## config.mk

```make
export PLATFORM = sky130hd
export DESIGN_NAME = utf8_to_codepoint_decoder
export DESIGN_NICKNAME = d
export VERILOG_FILES = /design/src/u8cp_pkg.sv /design/src/u8cp_front.sv /design/src/u8cp_queue.sv /design/src/u8cp_back.sv /design/src/utf8_to_codepoint_decoder.sv
export SDC_FILE = /design/constraint.sdc
export NUM_CORES = 1
export LEC_CHECK = 0
export ABC_AREA = 1
export BUFFER_PORTS_ARGS = -buffer_cell sky130_fd_sc_hd__clkbuf_2
export CAP_MARGIN = 25
export CORE_MARGIN = 2
export CORE_UTILIZATION = 60
export DETAILED_ROUTE_END_ITERATION = 8
export HOLD_SLACK_MARGIN = 0.05
export PLACE_DENSITY = 0.89
export SLEW_MARGIN = 20
export SYNTH_ARGS = -nofsm -noshare
export SYNTH_HDL_FRONTEND = slang
export SYNTH_SLANG_ARGS = --single-unit
```

## constraint.sdc

```tcl
create_clock -name clk -period 4.6 [get_ports clk]
set_input_delay 0.92 -clock clk [delete_from_list [all_inputs] [get_ports clk]]
set_output_delay 0.92 -clock clk [all_outputs]
set_load 0.1 [all_outputs]
```

## src/u8cp_pkg.sv

```systemverilog
// shared types, constants and lead byte classification for the utf-8 decoder
package u8cp_pkg;

	localparam int unsigned CP_W        = 21;
	localparam int unsigned QUEUE_DEPTH = 4;

	localparam logic [CP_W-1:0] REPL_CP    = 21'h00FFFD;
	localparam logic [CP_W-1:0] MAX_SCALAR = 21'h10FFFF;
	localparam logic [CP_W-1:0] MIN_CP4    = 21'h010000;
	localparam logic [CP_W-1:0] MIN_CP3    = 21'h000800;
	localparam logic [CP_W-1:0] MIN_CP2    = 21'h000080;
	localparam logic [CP_W-1:0] SURR_LO    = 21'h00D800;
	localparam logic [CP_W-1:0] SURR_HI    = 21'h00DFFF;

	localparam logic [2:0] LEN_BAD = 3'd0;
	localparam logic [2:0] LEN_1   = 3'd1;
	localparam logic [2:0] LEN_2   = 3'd2;
	localparam logic [2:0] LEN_3   = 3'd3;
	localparam logic [2:0] LEN_4   = 3'd4;

	// one entry per input byte that releases results
	typedef struct packed {
		logic [2:0]      count;
		logic [CP_W-1:0] last_cp;
		logic            last_repl;
		logic            eot;
	} run_t;

	function automatic logic [2:0] seq_len(input logic [7:0] lead);
		logic [2:0] len;
		len = LEN_BAD;
		if (lead[7] == 1'b0) begin
			len = LEN_1;
		end else if (lead[7:5] == 3'b110) begin
			len = LEN_2;
		end else if (lead[7:4] == 4'b1110) begin
			len = LEN_3;
		end else if (lead[7:3] == 5'b11110) begin
			len = LEN_4;
		end
		return len;
	endfunction

endpackage

```

## src/u8cp_front.sv

```systemverilog
// front end: takes bytes, tracks the pending sequence and pushes one run per byte that releases results
module u8cp_front import u8cp_pkg::*; (
	input  logic       clk,
	input  logic       arst_n,
	input  logic [7:0] in_byte,
	input  logic       in_eot,
	input  logic       in_fire,
	output logic       push,
	output run_t       push_run
);

	logic [1:0]      cnt_q;
	logic [1:0]      cnt_d;
	logic [7:0]      pend_q [3];
	logic            wr_en;
	logic [1:0]      wr_idx;
	logic [2:0]      len_b;
	logic [2:0]      need;
	logic            is_cont;
	logic            f_ascii;
	logic            f_bad;
	logic [2:0]      cnt_ext;
	logic [CP_W-1:0] v2;
	logic [CP_W-1:0] v3;
	logic [CP_W-1:0] v4;
	logic [CP_W-1:0] full_cp;
	logic            full_ok;
	run_t            run;

	always_comb begin
		len_b   = seq_len(in_byte);
		need    = seq_len(pend_q[0]);
		is_cont = (in_byte[7:6] == 2'b10);
		f_ascii = (len_b == LEN_1);
		f_bad   = (len_b == LEN_BAD) || in_eot;
		cnt_ext = {1'b0, cnt_q};

		v2 = {10'd0, pend_q[0][4:0], in_byte[5:0]};
		v3 = {5'd0, pend_q[0][3:0], pend_q[1][5:0], in_byte[5:0]};
		v4 = {pend_q[0][2:0], pend_q[1][5:0], pend_q[2][5:0], in_byte[5:0]};
		case (need)
			LEN_2: begin
				full_cp = v2;
				full_ok = (v2 >= MIN_CP2);
			end
			LEN_3: begin
				full_cp = v3;
				full_ok = (v3 >= MIN_CP3) && !((v3 >= SURR_LO) && (v3 <= SURR_HI));
			end
			LEN_4: begin
				full_cp = v4;
				full_ok = (v4 >= MIN_CP4) && (v4 <= MAX_SCALAR);
			end
			default: begin
				full_cp = REPL_CP;
				full_ok = 1'b0;
			end
		endcase

		run.count     = 3'd0;
		run.last_cp   = REPL_CP;
		run.last_repl = 1'b1;
		run.eot       = in_eot;
		cnt_d         = cnt_q;
		wr_en         = 1'b0;
		wr_idx        = cnt_q;

		if (cnt_q == 2'd0) begin
			if (f_ascii) begin
				run.count     = 3'd1;
				run.last_cp   = {13'd0, in_byte};
				run.last_repl = 1'b0;
			end else if (f_bad) begin
				run.count = 3'd1;
			end else begin
				wr_en  = 1'b1;
				wr_idx = 2'd0;
				cnt_d  = 2'd1;
			end
		end else if (is_cont) begin
			if (cnt_ext + 3'd1 == need) begin
				if (full_ok) begin
					run.count     = 3'd1;
					run.last_cp   = full_cp;
					run.last_repl = 1'b0;
				end else begin
					run.count = cnt_ext + 3'd1;
				end
				cnt_d = 2'd0;
			end else if (in_eot || (cnt_ext + 3'd1 > need) || (cnt_q == 2'd3)) begin
				run.count = cnt_ext + 3'd1;
				cnt_d     = 2'd0;
			end else begin
				wr_en = 1'b1;
				cnt_d = cnt_q + 2'd1;
			end
		end else begin
			cnt_d = 2'd0;
			if (f_ascii) begin
				run.count     = cnt_ext + 3'd1;
				run.last_cp   = {13'd0, in_byte};
				run.last_repl = 1'b0;
			end else if (f_bad) begin
				run.count = cnt_ext + 3'd1;
			end else begin
				run.count = cnt_ext;
				wr_en     = 1'b1;
				wr_idx    = 2'd0;
				cnt_d     = 2'd1;
			end
		end
	end

	assign push     = in_fire && (run.count != 3'd0);
	assign push_run = run;

	always_ff @(posedge clk or negedge arst_n) begin
		if (!arst_n) begin
			cnt_q <= 2'd0;
		end else if (in_fire) begin
			cnt_q <= cnt_d;
		end
	end

	always_ff @(posedge clk) begin
		if (in_fire && wr_en) begin
			pend_q[wr_idx] <= in_byte;
		end
	end

endmodule

```

## src/u8cp_queue.sv

```systemverilog
// small queue of runs between the front and back ends
module u8cp_queue import u8cp_pkg::*; #(
	parameter int unsigned Depth = QUEUE_DEPTH
) (
	input  logic clk,
	input  logic arst_n,
	input  logic push,
	input  run_t push_run,
	input  logic pop,
	output logic full,
	output logic empty,
	output run_t head
);

	localparam int unsigned PtrW = (Depth > 1) ? $clog2(Depth) : 1;
	localparam int unsigned CntW = $clog2(Depth + 1);
	localparam logic [PtrW-1:0] LastPtr = PtrW'(Depth - 1);
	localparam logic [CntW-1:0] FullCnt = CntW'(Depth);

	run_t            mem_q [Depth];
	logic [PtrW-1:0] wr_ptr_q;
	logic [PtrW-1:0] rd_ptr_q;
	logic [CntW-1:0] cnt_q;
	logic            do_push;
	logic            do_pop;

	assign full    = (cnt_q == FullCnt);
	assign empty   = (cnt_q == '0);
	assign do_push = push && !full;
	assign do_pop  = pop && !empty;
	assign head    = mem_q[rd_ptr_q];

	always_ff @(posedge clk or negedge arst_n) begin
		if (!arst_n) begin
			wr_ptr_q <= '0;
			rd_ptr_q <= '0;
			cnt_q    <= '0;
		end else begin
			if (do_push) begin
				wr_ptr_q <= (wr_ptr_q == LastPtr) ? '0 : wr_ptr_q + 1'b1;
			end
			if (do_pop) begin
				rd_ptr_q <= (rd_ptr_q == LastPtr) ? '0 : rd_ptr_q + 1'b1;
			end
			if (do_push && !do_pop) begin
				cnt_q <= cnt_q + 1'b1;
			end else if (do_pop && !do_push) begin
				cnt_q <= cnt_q - 1'b1;
			end
		end
	end

	always_ff @(posedge clk) begin
		if (do_push) begin
			mem_q[wr_ptr_q] <= push_run;
		end
	end

endmodule

```

## src/u8cp_back.sv

```systemverilog
// back end: expands each run into result beats through an output register
module u8cp_back import u8cp_pkg::*; (
	input  logic            clk,
	input  logic            arst_n,
	input  logic            empty,
	input  run_t            head,
	output logic            pop,
	output logic            out_valid,
	input  logic            out_ready,
	output logic [CP_W-1:0] out_cp,
	output logic            out_repl,
	output logic            out_last_run,
	output logic            out_done
);

	logic [1:0]      idx_q;
	logic            valid_q;
	logic [CP_W-1:0] cp_q;
	logic            repl_q;
	logic            last_run_q;
	logic            done_q;
	logic            load;
	logic            beat_last;

	assign load      = !empty && (!valid_q || out_ready);
	assign beat_last = ({1'b0, idx_q} + 3'd1 == head.count);
	assign pop       = load && beat_last;

	always_ff @(posedge clk or negedge arst_n) begin
		if (!arst_n) begin
			valid_q <= 1'b0;
			idx_q   <= 2'd0;
		end else begin
			if (load) begin
				valid_q <= 1'b1;
				idx_q   <= beat_last ? 2'd0 : idx_q + 2'd1;
			end else if (out_ready) begin
				valid_q <= 1'b0;
			end
		end
	end

	always_ff @(posedge clk) begin
		if (load) begin
			cp_q       <= beat_last ? head.last_cp : REPL_CP;
			repl_q     <= beat_last ? head.last_repl : 1'b1;
			last_run_q <= beat_last;
			done_q     <= beat_last && head.eot;
		end
	end

	assign out_valid    = valid_q;
	assign out_cp       = cp_q;
	assign out_repl     = repl_q;
	assign out_last_run = last_run_q;
	assign out_done     = done_q;

endmodule

```

## src/utf8_to_codepoint_decoder.sv

```systemverilog
// utf-8 to code point decoder with replacement, top level
// a taken byte's results pass through the run queue and the output register
// throughput: one byte per cycle while the run queue has room
// a byte releasing n results gives n beats, one beat per cycle while not stalled
// the run queue depth sets how long the byte side runs ahead of a stalled output
// reset: asynchronous, active low; clears the pending count, queue and output valid
module utf8_to_codepoint_decoder import u8cp_pkg::*; #(
	parameter int unsigned QueueDepth = QUEUE_DEPTH
) (
	input  logic        clk,
	input  logic        arst_n,
	input  logic        s_axis_tvalid,
	output logic        s_axis_tready,
	input  logic [7:0]  s_axis_tdata,  // [7:0] data_byte
	input  logic        s_axis_tlast,  // end_of_text
	output logic        m_axis_tvalid,
	input  logic        m_axis_tready,
	output logic [23:0] m_axis_tdata,  // [20:0] code_point, [23:21] zero
	output logic [1:0]  m_axis_tuser,  // [0] was_replaced, [1] last_of_run
	output logic        m_axis_tlast   // text_done
);

	logic            in_fire;
	logic            push;
	run_t            push_run;
	logic            pop;
	logic            full;
	logic            empty;
	run_t            head;
	logic [CP_W-1:0] out_cp;
	logic            out_repl;
	logic            out_last_run;
	logic            out_done;

	assign s_axis_tready = !full;
	assign in_fire       = s_axis_tvalid && s_axis_tready;

	u8cp_front u_front (
		.clk      (clk),
		.arst_n   (arst_n),
		.in_byte  (s_axis_tdata),
		.in_eot   (s_axis_tlast),
		.in_fire  (in_fire),
		.push     (push),
		.push_run (push_run)
	);

	u8cp_queue #(
		.Depth (QueueDepth)
	) u_queue (
		.clk      (clk),
		.arst_n   (arst_n),
		.push     (push),
		.push_run (push_run),
		.pop      (pop),
		.full     (full),
		.empty    (empty),
		.head     (head)
	);

	u8cp_back u_back (
		.clk          (clk),
		.arst_n       (arst_n),
		.empty        (empty),
		.head         (head),
		.pop          (pop),
		.out_valid    (m_axis_tvalid),
		.out_ready    (m_axis_tready),
		.out_cp       (out_cp),
		.out_repl     (out_repl),
		.out_last_run (out_last_run),
		.out_done     (out_done)
	);

	assign m_axis_tdata = {3'b000, out_cp};
	assign m_axis_tuser = {out_last_run, out_repl};
	assign m_axis_tlast = out_done;

endmodule

```

# After elaboration in Yosys (flattened, before gate mapping)
# Memory sizes are Yosys's and may differ from the RTL's.
# Cells that the tools add are included.
# op_classes
n_addsub	8
order_cmp	7
n_eq_ne	19
n_mux	51
n_reduce_logical	30
# ops
cell	n
$pmux 21 s3	1
$mux 25	2
$mux 3	16
$mux 22	2
$mux 2	14
$ge 21x17->1 const B	1
$le 21x21->1 const B	1
$mux 17	1
$ge 16x12->1 const B	1
$ge 16x16->1 const B	1
$le 16x16->1 const B	1
$mux 1	14
$logic_and 1x1->1	13
$eq 3x3->1 const B	4
$ge 11x8->1 const B	1
$eq 5x5->1 const B	2
$add 2x1->2 const B	4
$eq 2x2->1 const B	4
$eq 4x4->1 const B	2
$add 2x1->3 const B	2
$eq 3x2->1 const B	2
$eq 3x3->1	2
$logic_not 1->1	6
$logic_not 3->1	2
11 further kinds	16
# word_totals
reg_bits	36
mem_bits_rw	128
input_bits	13
output_inout_bits	29
word_cells	127
mem_count	2
# mem_list
memory	words	width	read_ports	rd_ports_with_merged_regs	wr	line_no	rtl
u_queue.mem_q	4	26	1	0	1	u8cp_queue.sv:20	run_t mem_q [Depth];
u_front.pend_q	3	8	3	0	1	u8cp_front.sv:14	logic [7:0] pend_q [3];

# Depth between registers and ports, before layout
# An unclocked memory read counts as a cell.
# depth
depth_word	20
depth_mapped	25
mapped_depth_nobuf	25

# Hierarchy
# A second synthesis with hierarchy kept.
# hier_totals
cells_unflattened	668
hier_area_um2	7380.8
# modules_own_cells
module	instances	cells_each	area_per_inst_um2	seq_area_each_um2
u8cp_queue	1	364	4698.3	3298.2
u8cp_front	1	190	1505.2	650.6
u8cp_back	1	105	1122.3	795.8
utf8_to_codepoint_decoder	1	9	55.1	0.0

# Least setup slack after synthesis
# No wires, ideal clock.
# synth_timing
path_type	input to register
start	input m_axis_tready
end	register u_queue.cnt_q[1]
setup_ns	0.123
t_arrival_ns	3.723
required_ns	4.477
path_slack_ns	0.754
cell_stages	10
path_buffers	0
cell_sequence	nor2_1 a31oi_1 inv_1 nor2_4 inv_1 ha_1 inv_1 fa_1 nor2_1 a21oi_1
# synth_between
elab_chain_len	7
elab_cells_between_ends	9
cone_classes	1 x mux; 8 x reduce/logical
# synth_rtl
element	line_no	rtl
start: declaration	utf8_to_codepoint_decoder.sv:17	input logic m_axis_tready,
$logic_or 1x1->1 *	u8cp_back.sv:25	assign load = !empty && (!valid_q || out_ready);
$logic_and 1x1->1 *	u8cp_back.sv:25	
net u_back.load	u8cp_back.sv:22	logic load;
$logic_and 1x1->1 *	u8cp_back.sv:27	assign pop = load && beat_last;
$logic_and 1x1->1 *	u8cp_queue.sv:30	assign do_pop = pop && !empty;
$logic_not 1->1	u8cp_queue.sv:45	if (do_push && !do_pop) begin
$logic_and 1x1->1	u8cp_queue.sv:45	
$mux 3 or $reduce_bool 2->1 (tied branches)	n/a	
end signal: assignment	u8cp_queue.sv:46	cnt_q <= cnt_q + 1'b1;
end signal: assignment	u8cp_queue.sv:48	cnt_q <= cnt_q - 1'b1;
end: declaration	u8cp_queue.sv:23	logic [CntW-1:0] cnt_q;
# Mark *: on every way through the listed nets, which the timed path passes. The rest lies on a longest branch.
# A chain may end at the register's enable or synchronous reset.

==> impl_metrics.env <==
export IMPL_status="completed"
export IMPL_period_needed_ns=3.716
export IMPL_yosysSeqAreaShare=0.6985
export IMPL_dp_cells=733
export IMPL_grt_max_degree=55
export IMPL_synth_edf_count=148
export IMPL_pre_cts_ws_ns=1.012
export IMPL_required_ns=4.90
export IMPL_hold_class="input pin to async pin"
export IMPL_stdcell_count=765
export IMPL_cts_root_buffer="clkbuf_16"
export IMPL_cp_end_kind="register"
export IMPL_rrSetupSlack_ns=0.88
export IMPL_rr_startpoint="u_front.pend_q[0][3]"
export IMPL_globalRouteTotalUtil=0.2513
export IMPL_fin_crit_sh=0.8078
export IMPL_dp_hpwl_um=8979
export IMPL_ff2ff_path_depth=23
export IMPL_ys_flop_type="edfxtp_1"
export IMPL_ios=42
export IMPL_final_common_cell="edfxtp_1"
export IMPL_synth_area_leader_cell="edfxtp_1"
export IMPL_syn_inst=566
export IMPL_final_cell_mix="148 x edfxtp_1, 90 x nor2_1, 73 x o21ai_0"
export IMPL_gp_congestion=0.8882
export IMPL_postPlaceCellArea_um2=7144
export IMPL_p_leak_nw=2.850
export IMPL_cts_hold_buffers_added=0
export IMPL_netlist_area_um2=6793
export IMPL_ys_ff_latch=160
export IMPL_drc=0
export IMPL_avgRoutedWirePerCell_um=19.75
export IMPL_final_nets=639
export IMPL_post_cts_resized=0
export IMPL_hold_violations=0
export IMPL_row_count=38
export IMPL_clkLatencyLatePin_ns=0.42
export IMPL_synthArstFlopShare=0.07500
export IMPL_clock_path_buffers=2
export IMPL_post_cts_repair_setup_buffers=0
export IMPL_avgSynthCellArea_um2=12.00
export IMPL_netlist_area_leader_share=0.6543
export IMPL_crit_fanout=9
export IMPL_die_y_um=110.4
export IMPL_synthTopCellsByArea="edfxtp_1 65%, o21ai_0 5.4%, nor2_1 5.2%"
export IMPL_cts_sinks=160
export IMPL_nFillCells=713
export IMPL_cts_max_level=4
export IMPL_path_class="register to register"
export IMPL_start_kind="register"
export IMPL_cts_tree="built"
export IMPL_ir_drop_mv=0.4367
export IMPL_fin_area_um2=7731
export IMPL_drive_gt1_frac=0.1680
export IMPL_antenna_cells=0
export IMPL_slew_violations=0
export IMPL_fin_tns_setup_ns=0
export IMPL_power_density_nw_per_um2=744.3
export IMPL_port_buffers=38
export IMPL_arrival_ns=4.02
export IMPL_grt_remaining_overflow=0
export IMPL_setup_slack_ns=0.8842
export IMPL_antenna_found_initial=0
export IMPL_cts_buffers=17
export IMPL_yosysWarningCount=0
export IMPL_avgViaCountPerCell=6.042
export IMPL_drtPass1Iterations=5
export IMPL_start_util=0.6212
export IMPL_startpoint="u_front.pend_q[0][3]"
export IMPL_finalSetupViolations=0
export IMPL_clock_skew_ns=0.008897
export IMPL_grt_setup_unrepaired="false"
export IMPL_die_x_um=110.4
export IMPL_totalWireLength_um=15110
export IMPL_grt_pass1_vias=4527
export IMPL_vias=4622
export IMPL_clock_fmax_mhz=269.1
export IMPL_worst_slew_pin_slew_ns=0.7247
export IMPL_drt_iter0_drc=521
export IMPL_grt_pass1_wl_um=23560
export IMPL_die_area_um2=12190
export IMPL_drtAntennaViolNets=0
export IMPL_clkTransAtPathRegs_ns=0.06
export IMPL_area_growth_pct=13.81
export IMPL_ys_types=38
export IMPL_design_core_area_um2=10940
export IMPL_maxCapViolations=0
export IMPL_slew_headroom=0.5151
-- routing by layer --
metal	GRT usage	share of wire
met1	0.3185	0.37
met2	0.4078	0.50
met3	0.06586	0.097
met4	0.1183	0.030
met5	0	0
-- state kept, by name, summed over array words and instances, names as in the netlist --
signal	cells
u_back.out_valid	1
u_back.out_last_run	1
u_back.out_done	1
u_queue.wr_ptr_q	2
u_queue.mem_q	104
u_queue.rd_ptr_q	2
u_front.cnt_q	2
u_front.pend_q	20
u_queue.cnt_q	3
u_back.idx_q	2
u_back.out_repl	1
u_back.out_cp	21
-- cell families after synthesis --
kind of cell,after synthesis,share of synthesized area
buffers and inverters,83,0.05047
xor gates and xnor gates,5,0.006448
adders and majority gates,14,0.02689
AOI/OAI and AO/OA,119,0.1000
DFF,160,0.6985
other,1,0.0005521
and+or+nand+nor,184,0.1171
-- report_power, final --
part           leakage, nW  internal, mW  total (mW)  switching (mW)
Clock                0.284         0.811        1.39           0.579
Combinational         1.11         0.458        2.22            1.77
Sequential            1.46          2.02        2.14           0.120
-- worst max-delay path, stage by stage, from the launching register on --
cell and delay, ns:
edfxtp_1 0.42, inv_2 0.11, nand3_2 0.09, nor2_4 0.21, clkinv_1 0.28, ha_1 0.37, nand2_1 0.07, inv_1 0.07
nand2_1 0.05, nand3_1 0.13, nand2_1 0.07, nand2_1 0.06, nand2_1 0.05, nor2_1 0.18, o21ai_2 0.08, nand2_2 0.08
nand2_2 0.12, inv_1 0.08, ha_1 0.13, inv_1 0.07, fa_1 0.44, a21oi_1 0.15, o21ai_0 0.12, xor2_1 0.15
-- cells in the mapped netlist (2+ instances only) --
cell      count
o21ai_0      73
a31oi_1       2
o221ai_1     16
ha_1         13
inv_1        51
nand2_2       2
nor2_1       94
dfrtp_1      12
edfxtp_1    148
nand3_2       3
nor2_4        2
or2_2         5
xor2_1        2
xnor2_1       3
inv_2         4
nand2_1      54
clkinv_1      3
o22ai_1       9
clkbuf_1     13
nand3_1      13
a21oi_1      15
buf_2         3
nor3_1        5
buf_4         7
-- path summary, 6_finish.rpt --
path                                        to
setup / recovery              u_queue.cnt_q[2]
hold / removal                u_queue.cnt_q[2]
setup reg to reg              u_queue.cnt_q[2]
hold reg to reg                u_back.idx_q[0]
max in group asynchronous  u_queue.rd_ptr_q[1]
min in group clk               u_back.idx_q[0]
-- final cells by class --
class,instances,area (µm²),share of cell area
clock inverter,13,153.9,0.01991
multi-input combinational,325,1729,0.2237
clock buffer,19,432.9,0.05600
tap,140,175.2,0.02266
inverter,59,222.7,0.02881
sequential,160,4745,0.6137
timing repair buffer,49,272.8,0.03528
-- stage by stage --
| stage | utilization | hold slack [ns] | power [mW] |
|---|---|---|---|
| after global placement | 0.6533 | 0.4678 | 4.239 |
| final | 0.7070 | 0.3818 | 5.754 |
| after CTS | 0.7070 | 0.3736 | 5.748 |
| after floorplan | - | 0.4531 | 3.858 |
| after global routing | 0.7070 | 0.3944 | 6.012 |
| after detailed placement | 0.6533 | 0.5087 | 4.338 |
(Power assumes the default switching activity.)
